[src/rtl/lpsl_pkg.sv]
// ---------------------------------------------------------------------------
// lpsl_pkg
// Types, constants and tables of the linear path steering law.
// ---------------------------------------------------------------------------
package lpsl_pkg;
  localparam int CORDIC_STAGES = 16;
  localparam int NUM_TAB = 24;
  localparam int STG_W = $clog2(NUM_TAB);
  localparam logic signed [33:0] ANG_PI = 34'sd3373259426;
  localparam logic signed [33:0] ANG_HALF_PI = 34'sd1686629713;
  localparam logic signed [33:0] CORDIC_K0 = 34'sd652032874;
  localparam logic signed [16:0] HD_PI = 17'sd25736;
  localparam logic signed [16:0] HD_TWO_PI = 17'sd51472;
  localparam logic [1:0] REG_GAIN_ALONG = 2'd0;
  localparam logic [1:0] REG_GAIN_HEADING = 2'd1;
  localparam logic [1:0] REG_GAIN_LATERAL = 2'd2;
  localparam logic [1:0] REG_TURN_LIMIT = 2'd3;

  typedef struct packed {
    logic signed [31:0] target_x;
    logic signed [31:0] target_y;
    logic signed [15:0] target_heading;
    logic signed [31:0] target_speed;
    logic signed [31:0] target_turn_rate;
    logic signed [31:0] pose_x;
    logic signed [31:0] pose_y;
    logic signed [15:0] pose_heading;
  } request_t;

  typedef struct packed {
    logic signed [31:0] speed_command;
    logic signed [31:0] turn_command;
    logic signed [31:0] lateral_error;
    logic signed [31:0] along_track_error;
    logic signed [15:0] heading_error;
  } result_t;

  typedef struct packed {
    logic               valid;
    logic               flip;
    logic signed [33:0] x;
    logic signed [33:0] y;
    logic signed [33:0] z;
    logic signed [32:0] dx;
    logic signed [32:0] dy;
    logic signed [31:0] tv;
    logic signed [31:0] tw;
    logic signed [15:0] he;
  } cell_t;

  function automatic logic signed [33:0] atan_tab(input int i);
    case (i)
      0: atan_tab = 34'sh3243F6A8;
      1: atan_tab = 34'sh1DAC6705;
      2: atan_tab = 34'sh0FADBAFC;
      3: atan_tab = 34'sh07F56EA6;
      4: atan_tab = 34'sh03FEAB76;
      5: atan_tab = 34'sh01FFD55B;
      6: atan_tab = 34'sh00FFFAAA;
      7: atan_tab = 34'sh007FFF55;
      8: atan_tab = 34'sh003FFFEA;
      9: atan_tab = 34'sh001FFFFD;
      10: atan_tab = 34'sh000FFFFF;
      11: atan_tab = 34'sh0007FFFF;
      12: atan_tab = 34'sh0003FFFF;
      13: atan_tab = 34'sh0001FFFF;
      14: atan_tab = 34'sh0000FFFF;
      15: atan_tab = 34'sh00007FFF;
      16: atan_tab = 34'sh00003FFF;
      17: atan_tab = 34'sh00001FFF;
      18: atan_tab = 34'sh00000FFF;
      19: atan_tab = 34'sh000007FF;
      20: atan_tab = 34'sh000003FF;
      21: atan_tab = 34'sh000001FF;
      22: atan_tab = 34'sh000000FF;
      23: atan_tab = 34'sh0000007F;
      default: atan_tab = 34'sh0;
    endcase
  endfunction

  function automatic logic signed [31:0] sat32(input logic signed [63:0] v);
    if (v > 64'sh7FFFFFFF) sat32 = 32'sh7FFFFFFF;
    else if (v < -64'sh80000000) sat32 = 32'sh80000000;
    else sat32 = v[31:0];
  endfunction
endpackage

[src/rtl/lpsl_cell.sv]
// ---------------------------------------------------------------------------
// lpsl_cell
// One CORDIC rotation cell; carries the request context to its neighbor.
// ---------------------------------------------------------------------------
module lpsl_cell (
  input  logic                        clk,
  input  logic                        rst,
  input  logic                        en,
  input  logic [lpsl_pkg::STG_W-1:0]  stage,
  input  lpsl_pkg::cell_t             din,
  output lpsl_pkg::cell_t             dout
);
  import lpsl_pkg::*;
  cell_t nxt;
  logic signed [33:0] xs, ys;
  always_comb begin
    xs = din.x >>> stage;
    ys = din.y >>> stage;
    nxt = din;
    if (din.z >= 0) begin
      nxt.x = din.x - ys;
      nxt.y = din.y + xs;
      nxt.z = din.z - atan_tab(int'(stage));
    end else begin
      nxt.x = din.x + ys;
      nxt.y = din.y - xs;
      nxt.z = din.z + atan_tab(int'(stage));
    end
  end
  always_ff @(posedge clk) begin
    if (rst) dout.valid <= 1'b0;
    else if (en) dout.valid <= din.valid;
    if (en) begin
      dout.flip <= nxt.flip; dout.x <= nxt.x; dout.y <= nxt.y; dout.z <= nxt.z;
      dout.dx <= nxt.dx; dout.dy <= nxt.dy; dout.tv <= nxt.tv;
      dout.tw <= nxt.tw; dout.he <= nxt.he;
    end
  end
endmodule

[config.mk]
export PLATFORM = sky130hd
export DESIGN_NAME = lpsl_cell
export DESIGN_NICKNAME = d
export VERILOG_FILES = /design/src/rtl/lpsl_pkg.sv /design/src/rtl/lpsl_cell.sv
export SDC_FILE = /design/constraint.sdc
export NUM_CORES = 1
export LEC_CHECK = 0
export BUFFER_PORTS_ARGS = -buffer_cell sky130_fd_sc_hd__buf_2
export CORE_AREA = 2 2 197 199
export CTS_BUF_LIST = sky130_fd_sc_hd__clkbuf_8
export DETAILED_ROUTE_END_ITERATION = 8
export DIE_AREA = 0 0 199 201
export MAX_ROUTING_LAYER = met4
export PLACE_DENSITY_LB_ADDON = 0.1
export SLEW_MARGIN = 20
export SYNTH_ARGS = -nofsm -noshare
export SYNTH_HDL_FRONTEND = slang
export SYNTH_SLANG_ARGS = --single-unit
[constraint.sdc]
create_clock -name clk -period 8.2 [get_ports clk]
set_clock_uncertainty 0.15 [all_clocks]
set_input_delay 0.82 -clock clk [delete_from_list [all_inputs] [get_ports clk]]
set_output_delay 0.82 -clock clk [all_outputs]
set_load 0.01 [all_outputs]
=== After elaboration in Yosys (flattened, before gate mapping) ===
Memory sizes are Yosys's and may differ from the RTL's.
Index checks and enable logic that the tools add are counted.

* Register bits: 250
* ROM bits: 1920
* Input port bits: 258
* Output and inout port bits: 250
* Memories kept: 2

* $add $sub $neg: 6
* $lt $le $gt $ge: 1
* Shifts and indexed selects: 2
* Multiplexer cells: 3

{| class="wikitable"
|+ Memory list
! memory !! depth !! bits a word !! rd ports !! clocked after Yosys merged registers in !! write ports !! line !! source
|-
| (no name shown) || 32 || 30 || 1 || 0 || 0 || lpsl_pkg.sv:52 || <nowiki>case (i)</nowiki>
|-
| (no name shown) || 32 || 30 || 1 || 0 || 0 || lpsl_pkg.sv:52 ||
|}

{| class="wikitable"
|+ Operators by type and width
! cell !! number
|-
| $add A34 B34 Y34 || 3
|-
| $mux W102 || 1
|-
| $sub A34 B34 Y34 || 3
|-
| $mux W34 || 2
|-
| $sshr A34 B5 Y34 || 2
|-
| $ge A34 B1 Y1 const B || 1
|}

=== Depth between registers and ports, before layout ===
Gate-level depths: netlist of the first run.

* Word-level depth: 4
* Depth in mapped cells: 28

=== Worst setup path after synthesis of the first run ===
No wires, ideal clock.

* Kind: input to register
* From: input stage[0] (netlist name)
* To: register dout[247] (netlist name) (data pin)
* Library setup time: 0.260 ns
* Arrival time: 6.750 ns
* Data required time: 7.790 ns
* Setup slack: 1.040 ns
* Stages on the path: 27
* Path buffers: 7
* Cell sequence: buf_6 -> buf_6 -> buf_2 -> buf_2 -> buf_2 -> buf_2 -> buf_1 -> mux4_2 -> mux2i_1 -> o21ai_0 -> nor2_1 -> ha_1 -> nand3_1 -> nor3_1 -> nand2_1 -> or4_1 -> nand2_1 -> xnor2_1 -> ha_1 -> a21o_1 -> a21oi_1 -> inv_1 -> o311a_1 -> a31oi_1 -> a21oi_1 -> a31o_2 -> xnor2_1

{| class="wikitable"
|+ RTL lines
! item !! line !! source
|-
| start: declaration || lpsl_cell.sv:9 || <nowiki>input logic [lpsl_pkg::STG_W-1:0] stage,</nowiki>
|-
| end: declaration || lpsl_cell.sv:11 || <nowiki>output lpsl_pkg::cell_t dout</nowiki>
|}

==> results of run 1 <==
-- cells in the mapped netlist, types with 45 or more instances --
library cell,instances
sky130_fd_sc_hd__edfxtp_1,249
sky130_fd_sc_hd__nand2_1,142
sky130_fd_sc_hd__nor2_1,135
sky130_fd_sc_hd__xnor2_1,122
sky130_fd_sc_hd__a21oi_1,118
sky130_fd_sc_hd__o21ai_0,112
sky130_fd_sc_hd__ha_1,110
sky130_fd_sc_hd__mux4_2,87
sky130_fd_sc_hd__mux2i_1,73
sky130_fd_sc_hd__clkbuf_1,63
sky130_fd_sc_hd__a21o_1,61
sky130_fd_sc_hd__xor2_1,53
sky130_fd_sc_hd__inv_1,45
-- routing by layer --
metal / up-vias / track usage [%]
met4: 0 / 14.5
met1: 8651 / 47.6
met5: - / -
li1: 8012 / -
met3: 176 / 8.27
met2: 1041 / 56.5
-- worst paths after layout --
check	slack, ns	endpoint	from
min reg2reg	0.35	dout[249]$_SDFFE_PP0P_	dout[249]$_SDFFE_PP0P_
max reg2reg	7.47	dout[249]$_SDFFE_PP0P_	dout[249]$_SDFFE_PP0P_
max	1.30	dout[213]$_DFFE_PP_	stage[0]
min	0.22	dout[17]$_DFFE_PP_	din[17]
-- stage by stage --
step	power, mW	instances	util (%)	hold WS (ns)
finish	4.60	2879	61.4	0.217
CTS	4.61	2868	61.3	0.174
detailed placement	3.58	2792	59.4	0.344
floorplan	2.92	1826	-	0.378
global placement	3.56	2792	59.4	0.327
global route	4.84	2876	61.3	0.202
-- worst max-delay path, cell delays in order --
cell and delay [ns]:
sky130_fd_sc_hd__buf_6 0.35, sky130_fd_sc_hd__mux4_2 0.58, sky130_fd_sc_hd__mux2_2 0.30, sky130_fd_sc_hd__mux4_2 0.53
sky130_fd_sc_hd__a311oi_2 0.34, sky130_fd_sc_hd__nand3b_1 0.18, sky130_fd_sc_hd__or4_4 0.58, sky130_fd_sc_hd__or4b_4 0.54
sky130_fd_sc_hd__or4_4 0.60, sky130_fd_sc_hd__o21ai_1 0.19, sky130_fd_sc_hd__xor2_1 0.18, sky130_fd_sc_hd__ha_1 0.30
sky130_fd_sc_hd__a21o_1 0.19, sky130_fd_sc_hd__a21o_1 0.21, sky130_fd_sc_hd__or3_1 0.32, sky130_fd_sc_hd__o31ai_1 0.42
sky130_fd_sc_hd__o21ai_0 0.16, sky130_fd_sc_hd__a21oi_1 0.20, sky130_fd_sc_hd__xnor2_1 0.08
-- cell type report --
cell class / instances / area (µm²)
multi-input cells: 1432 / 11400
diodes: 11 / 27.5
fillers: 3328 / 14700
clock buffers: 43 / 592
clock inverters: 33 / 139
repair buffers: 545 / 2870
flip-flops and latches: 250 / 7500
well taps: 518 / 648
inverters: 47 / 176
-- kinds of logic (layout without fill, tap and decap cells) --
family | count (synthesis) | count (layout) | synth area share [%]
xor gates and xnor gates | 175 | 175 | 7.86
adders and majority gates | 113 | 113 | 7.37
muxes | 192 | 192 | 15.7
buffers and inverters | 144 | 668 | 2.92
AOI/OAI and AO/OA | 500 | 500 | 16.7
and+or+nand+nor | 452 | 452 | 11.0
DFF | 250 | 250 | 38.5
other | 0 | 11 | 0
-- power by group --
part           switching, mW  internal [mW]  leakage [nW]
sequential            0.0569           1.68          2.45
combinational           1.10          0.759          7.02
clock                  0.517          0.488         0.442
total                   1.67           2.93          9.91
==> run metrics, run 1 <==
result of the run complete, no violations; number of gates resized after CTS 0; amount of wire on met2 after detailed routing 33300 µm; final standard cell area without fillers 0.0234 mm²; Max H-tree Level 2; unrepaired setup endpoints after global routing false; total vias in the final route 17900; HPWL Detailed 56600 µm; number of buffers created by CTS 43; routed length on met1 28700 µm; uppermost layer routed met4; startpoint class of the critical path primary input; drt via density 6.21; Least-Margin Pin Slew 1.04 ns; number of hold-repair buffers added at the cts stage 0; DP Worst Slack 0.764 ns; Yosys cell types 79; Pleak 9.91 nW; Post-Route Setup TNS 0 ns; aggregate global routing overflow 0; Max VDD drop 0.000184 V; max-cap violations 0; number of setup violations in the final report 0; Yosys warnings 0; average cell area after synthesis 10.7 µm²; quantity of I/O buffers inserted on ports 507; PnR worst setup slack 1.30 ns; final estimated routing congestion in global placement 0.980; register name with the most flops dout; most frequent standard cell in the layout excluding fill and tap cells sky130_fd_sc_hd__buf_2; overall die width 199 µm; total wirelength of the detailed-routed design 72900 µm; post-synthesis cell area 0.0195 mm²; post-CTS setup buffers 0; time the worst path needs with I/O delays and setup 6.90 ns; nature of the critical path endpoint flip-flop; most frequent cells in the layout sky130_fd_sc_hd__buf_2, sky130_fd_sc_hd__edfxtp_1, sky130_fd_sc_hd__nand2_1, sky130_fd_sc_hd__nor2_1, sky130_fd_sc_hd__xnor2_1; fin. max-slew vios 0; max frequency 145 MHz; wire length of the first global-routing pass 107000 µm; Worst-Skew Late Latency 0.58 ns; routed len/inst 25.3 µm; number of DRC violations after detailed-routing iteration 0 1990; EDFF count, synth 249; antenna viol nets, final 0; I/O Pins 508; post-place instance area 0.0226 mm²; CTS tree yes; share of synthesized registers carrying an async set or reset 0%; worst-case headroom to the max-slew limit 30.5%; router iterations before antenna repair 6; final cycle utilization of the critical path 84.1%; DIE HEIGHT 201 µm; placeable core region 0.0381 mm²; synthesized netlist net count 2197; library cell occupying the most area in the post-synthesis netlist sky130_fd_sc_hd__edfxtp_1; number of cells on the worst reg-to-reg path 2; Met3 Wirelength 7570 µm; number of clock sinks seen by CTS 250; WP data required 8.40 ns; largest net degree at the start of global routing 129; area enclosed by the die boundary 0.0400 mm²; Gate Count Post-Synth 1826; hold-critical path depth 1; main area contributors after synthesis sky130_fd_sc_hd__edfxtp_1, sky130_fd_sc_hd__mux4_2, sky130_fd_sc_hd__ha_1; area share of the largest cell type after synthesis 38.4%; initial antenna violation count 8; pwr dens 197 mW/mm²; Top FF cell, synth sky130_fd_sc_hd__edfxtp_1; arrival time worst endpoint 7.09 ns; number of flip-flops under the largest register name 250; Final Hold Vio Count 0; proportion of synthesized chip area in sequential cells 38.5%; Area growth, synth to finish 20.0%; registers with the most flip-flops dout x250; number of synthesized register bits 250; worst hold-check path type primary input to flip-flop; Final Net Count 2690; clock slew seen by the registers of the worst setup and hold paths 0.06 ns; fraction of final layout cells with drive strength greater than 1 31.4%; Root Driver sky130_fd_sc_hd__clkbuf_8; CP Class primary input to flip-flop; count of unresolved DRC violations after routing 0; row count 72; global router's overall resource usage 36.9%; vias in the first global route 17100; largest fanout of any net on the critical path 37; initial core utilization 51.1%; number of buffers on the longest clock path 3
Power figures use the tool's default switching activity.
==> run 2, diff against run 1 <==
--- a/config.mk
+++ b/config.mk
@@ -6,10 +6,11 @@
 export NUM_CORES = 1
 export LEC_CHECK = 0
 export BUFFER_PORTS_ARGS = -buffer_cell sky130_fd_sc_hd__buf_2
-export CORE_AREA = 2 2 197 199
+export CORE_ASPECT_RATIO = 2
+export CORE_MARGIN = 2
+export CORE_UTILIZATION = 50
 export CTS_BUF_LIST = sky130_fd_sc_hd__clkbuf_8
 export DETAILED_ROUTE_END_ITERATION = 8
-export DIE_AREA = 0 0 199 201
 export MAX_ROUTING_LAYER = met4
 export PLACE_DENSITY_LB_ADDON = 0.1
 export SLEW_MARGIN = 20
==> constraint.sdc (replaced) <==
create_clock -name clk -period 6.05 [get_ports clk]
set_clock_uncertainty 0.15 [all_clocks]
set_input_delay 0.605 -clock clk [delete_from_list [all_inputs] [get_ports clk]]
set_output_delay 0.605 -clock clk [all_outputs]
set_load 0.01 [all_outputs]
==> run metrics, run 2 (same netlist as run 1, synthesis figures left out) <==
worst hold margin 0.0180 ns (-0.199 ns); critical path cell sequence buf_16 > mux4_2 > mux2_4 > mux4_2 > a311oi_2 > nand3b_1 > or4_4 > or4b_4 > or4_4 > o21ai_2 > xor2_1 > ha_1 > a21o_1 > a21o_1 > or3_4 > o31ai_4 > buf_4 > o21ai_1 > a21oi_1 > xnor2_1; Area growth, synth to finish 43.6%; fin. max-slew vios 0 (unchanged); initial antenna violation count 7 (-1); Placed Cells 3353 (+20%); antenna viol nets, final 0 (unchanged); router iterations before antenna repair 8 (+2); final cycle utilization of the critical path 99.2%; Crit Reg-Reg Endpoint dout[249]$_SDFFE_PP0P_; fin cells 3437 (+19%); Root Driver sky130_fd_sc_hd__clkbuf_8; register name with the most flops dout; routed len/inst 28.3 µm (+12%); aggregate global routing overflow 0 (unchanged); HPWL Detailed 76200 µm (+34%); placeable core region 0.0385 mm² (+1.1%); number of buffers created by CTS 35 (-19%); max-cap violations 0 (unchanged); initial core utilization 50.6% (-0.58 points); Hold Path End dout[9]$_DFFE_PP_; number of hold-repair buffers added at the cts stage 0 (unchanged); CP Class primary input to flip-flop; global router's overall resource usage 47.8% (+11 points); number of buffers on the longest clock path 3 (unchanged); quantity of I/O buffers inserted on ports 507 (unchanged); Worst-Skew Late Latency 0.58 ns (about the same); drt via density 6.29 (+1.2%); number of DRC violations after detailed-routing iteration 0 1491 (-25%); hold-critical path depth 1 (unchanged); I/O Pins 508 (unchanged); total vias in the final route 21600 (+21%); fraction of final layout cells with drive strength greater than 1 45.8% (+14 points); number of setup violations in the final report 0 (unchanged); max frequency 167 MHz; wire length of the first global-routing pass 138000 µm (+30%); number of cells on the worst reg-to-reg path 2 (unchanged); start point of the worst min-delay path din[9]; row count 102 (+42%); FF-to-FF Start dout[249]$_SDFFE_PP0P_; number of clock sinks seen by CTS 250 (unchanged); worst-case headroom to the max-slew limit 34.9% (+4.4 points); max incr delay on CP 0.55 ns (-0.05 ns); vias in the first global route 22500 (+31%); DIE HEIGHT 283 µm (+41%); arrival time worst endpoint 6.21 ns (-0.88 ns); Max H-tree Level 2 (unchanged); area enclosed by the die boundary 0.0407 mm² (+1.7%); WP data required 6.26 ns (-2.14 ns); CP top delay family simple AND/OR/NAND/NOR gates; worst reg-to-reg setup slack 5.17 ns (-2.30 ns); Final Net Count 3254 (+21%); startpoint class of the critical path primary input; count of unresolved DRC violations after routing 0 (unchanged); Final Hold Vio Count 0 (unchanged); overall die width 144 µm (-28%); Max VDD drop 0.000271 V (+47%); result of the run complete, no violations; most frequent standard cell in the layout excluding fill and tap cells sky130_fd_sc_hd__buf_4; registers with the most flip-flops dout x250; most frequent cells in the layout sky130_fd_sc_hd__buf_4, sky130_fd_sc_hd__buf_2, sky130_fd_sc_hd__edfxtp_1, sky130_fd_sc_hd__nand2_1, sky130_fd_sc_hd__nor2_1; final estimated routing congestion in global placement 1.10 (+12%); nature of the critical path endpoint flip-flop; largest fanout of any net on the critical path 9 (-76%); Pleak 12.7 nW (+28%); Least-Margin Pin Slew 0.976 ns (-0.0658 ns); worst hold-check path type primary input to flip-flop; number of buffers and inverters on the critical path 2 (+1); CTS tree yes; number of flip-flops under the largest register name 250 (unchanged); filler cell count 2725 (-18%); largest net degree at the start of global routing 134 (+3.9%); clock slew seen by the registers of the worst setup and hold paths 0.07 ns (about the same); total wirelength of the detailed-routed design 97200 µm (+33%); pwr dens 259 mW/mm² (+32%); Crit-path slowest cell sky130_fd_sc_hd__or4_4; time the worst path needs with I/O delays and setup 6.00 ns
## run 2: changes by cell type in the layout (fill, tap and decap cells not counted), moves of 3 or more
cell / change
sky130_fd_sc_hd__inv_1: -11
sky130_fd_sc_hd__buf_4: +556
sky130_fd_sc_hd__o21ai_0: -4
sky130_fd_sc_hd__buf_12: +13
sky130_fd_sc_hd__clkbuf_8: -3
sky130_fd_sc_hd__clkinv_1: -6
## run 2: worst max-delay path by stage
stage	start	to	slack (ns)	cells past startpoint
CTS	stage[0]	dout[211]$_DFFE_PP_	0.02	19
global route	stage[0]	dout[207]$_DFFE_PP_	-0.03	24
detailed placement	stage[0]	dout[211]$_DFFE_PP_	-0.73	23
finish	stage[0]	dout[213]$_DFFE_PP_	0.05	20
floorplan	stage[0]	dout[211]$_DFFE_PP_	-0.30	20
global placement	stage[0]	dout[247]$_DFFE_PP_	-0.55	26
## run 2: stage by stage
stage	setup TNS [ns]	power [mW]	setup slack (ns)	util (%)	instance area (µm²)
after floorplan	-0.913	3.97	-0.296	-	19600
after global placement	-7.57	5.54	-0.547	70.1	27000
after detailed placement	-11.15	5.67	-0.734	70.1	27000
after CTS	0	7.11	0.0227	72.0	27700
after global routing	-0.0449	7.49	-0.0304	72.6	28000
final	0	7.26	0.0508	72.6	28000
## run 2: power breakdown
group / switching, mW / leakage (nW) / internal (mW) / total [mW]
combinational: 1.86 / 9.89 / 1.58 / 3.44
clock: 0.722 / 0.398 / 0.699 / 1.42
sequential: 0.115 / 2.45 / 2.28 / 2.40
## run 2: cell type report
| cell class | instances | area, µm² | area share, % |
|---|---|---|---|
| multi-input combinational | 1432 | 11500 | 41.3 |
| sequential | 250 | 7500 | 26.8 |
| timing repair buffer | 1117 | 7390 | 26.4 |
| tap | 520 | 651 | 2.32 |
| clock buffer | 40 | 551 | 1.97 |
| inverter | 47 | 176 | 0.630 |
| clock inverter | 21 | 155 | 0.554 |
| antenna | 10 | 25.0 | 0.0894 |
## run 2: repair_timing
action / CTS / global route
resized for setup: 3 / 22
endpoints found under the setup margin: 7 / 19
endpoints found under the hold margin: 0 / 0
setup buffers: 0 / 12
gates cloned: 0 / 1
pin swaps: 0 / 10
## run 2: routing by layer
layer,part of all wire [%],vias to the layer above,GRT usage (%),routed length (µm)
li1,-,9152,-,-
met1,29,10200,42.9,28500
met2,49,1503,79.2,47600
met3,8.7,699,11.4,8490
met4,13,0,46.9,12700
met5,0,-,-,0
## run 2: worst register-to-register path: stages, from the launching register on
cell and delay (ns):
sky130_fd_sc_hd__dfxtp_1 0.35, sky130_fd_sc_hd__mux2i_1 0.09, sky130_fd_sc_hd__nor2_1 0.20
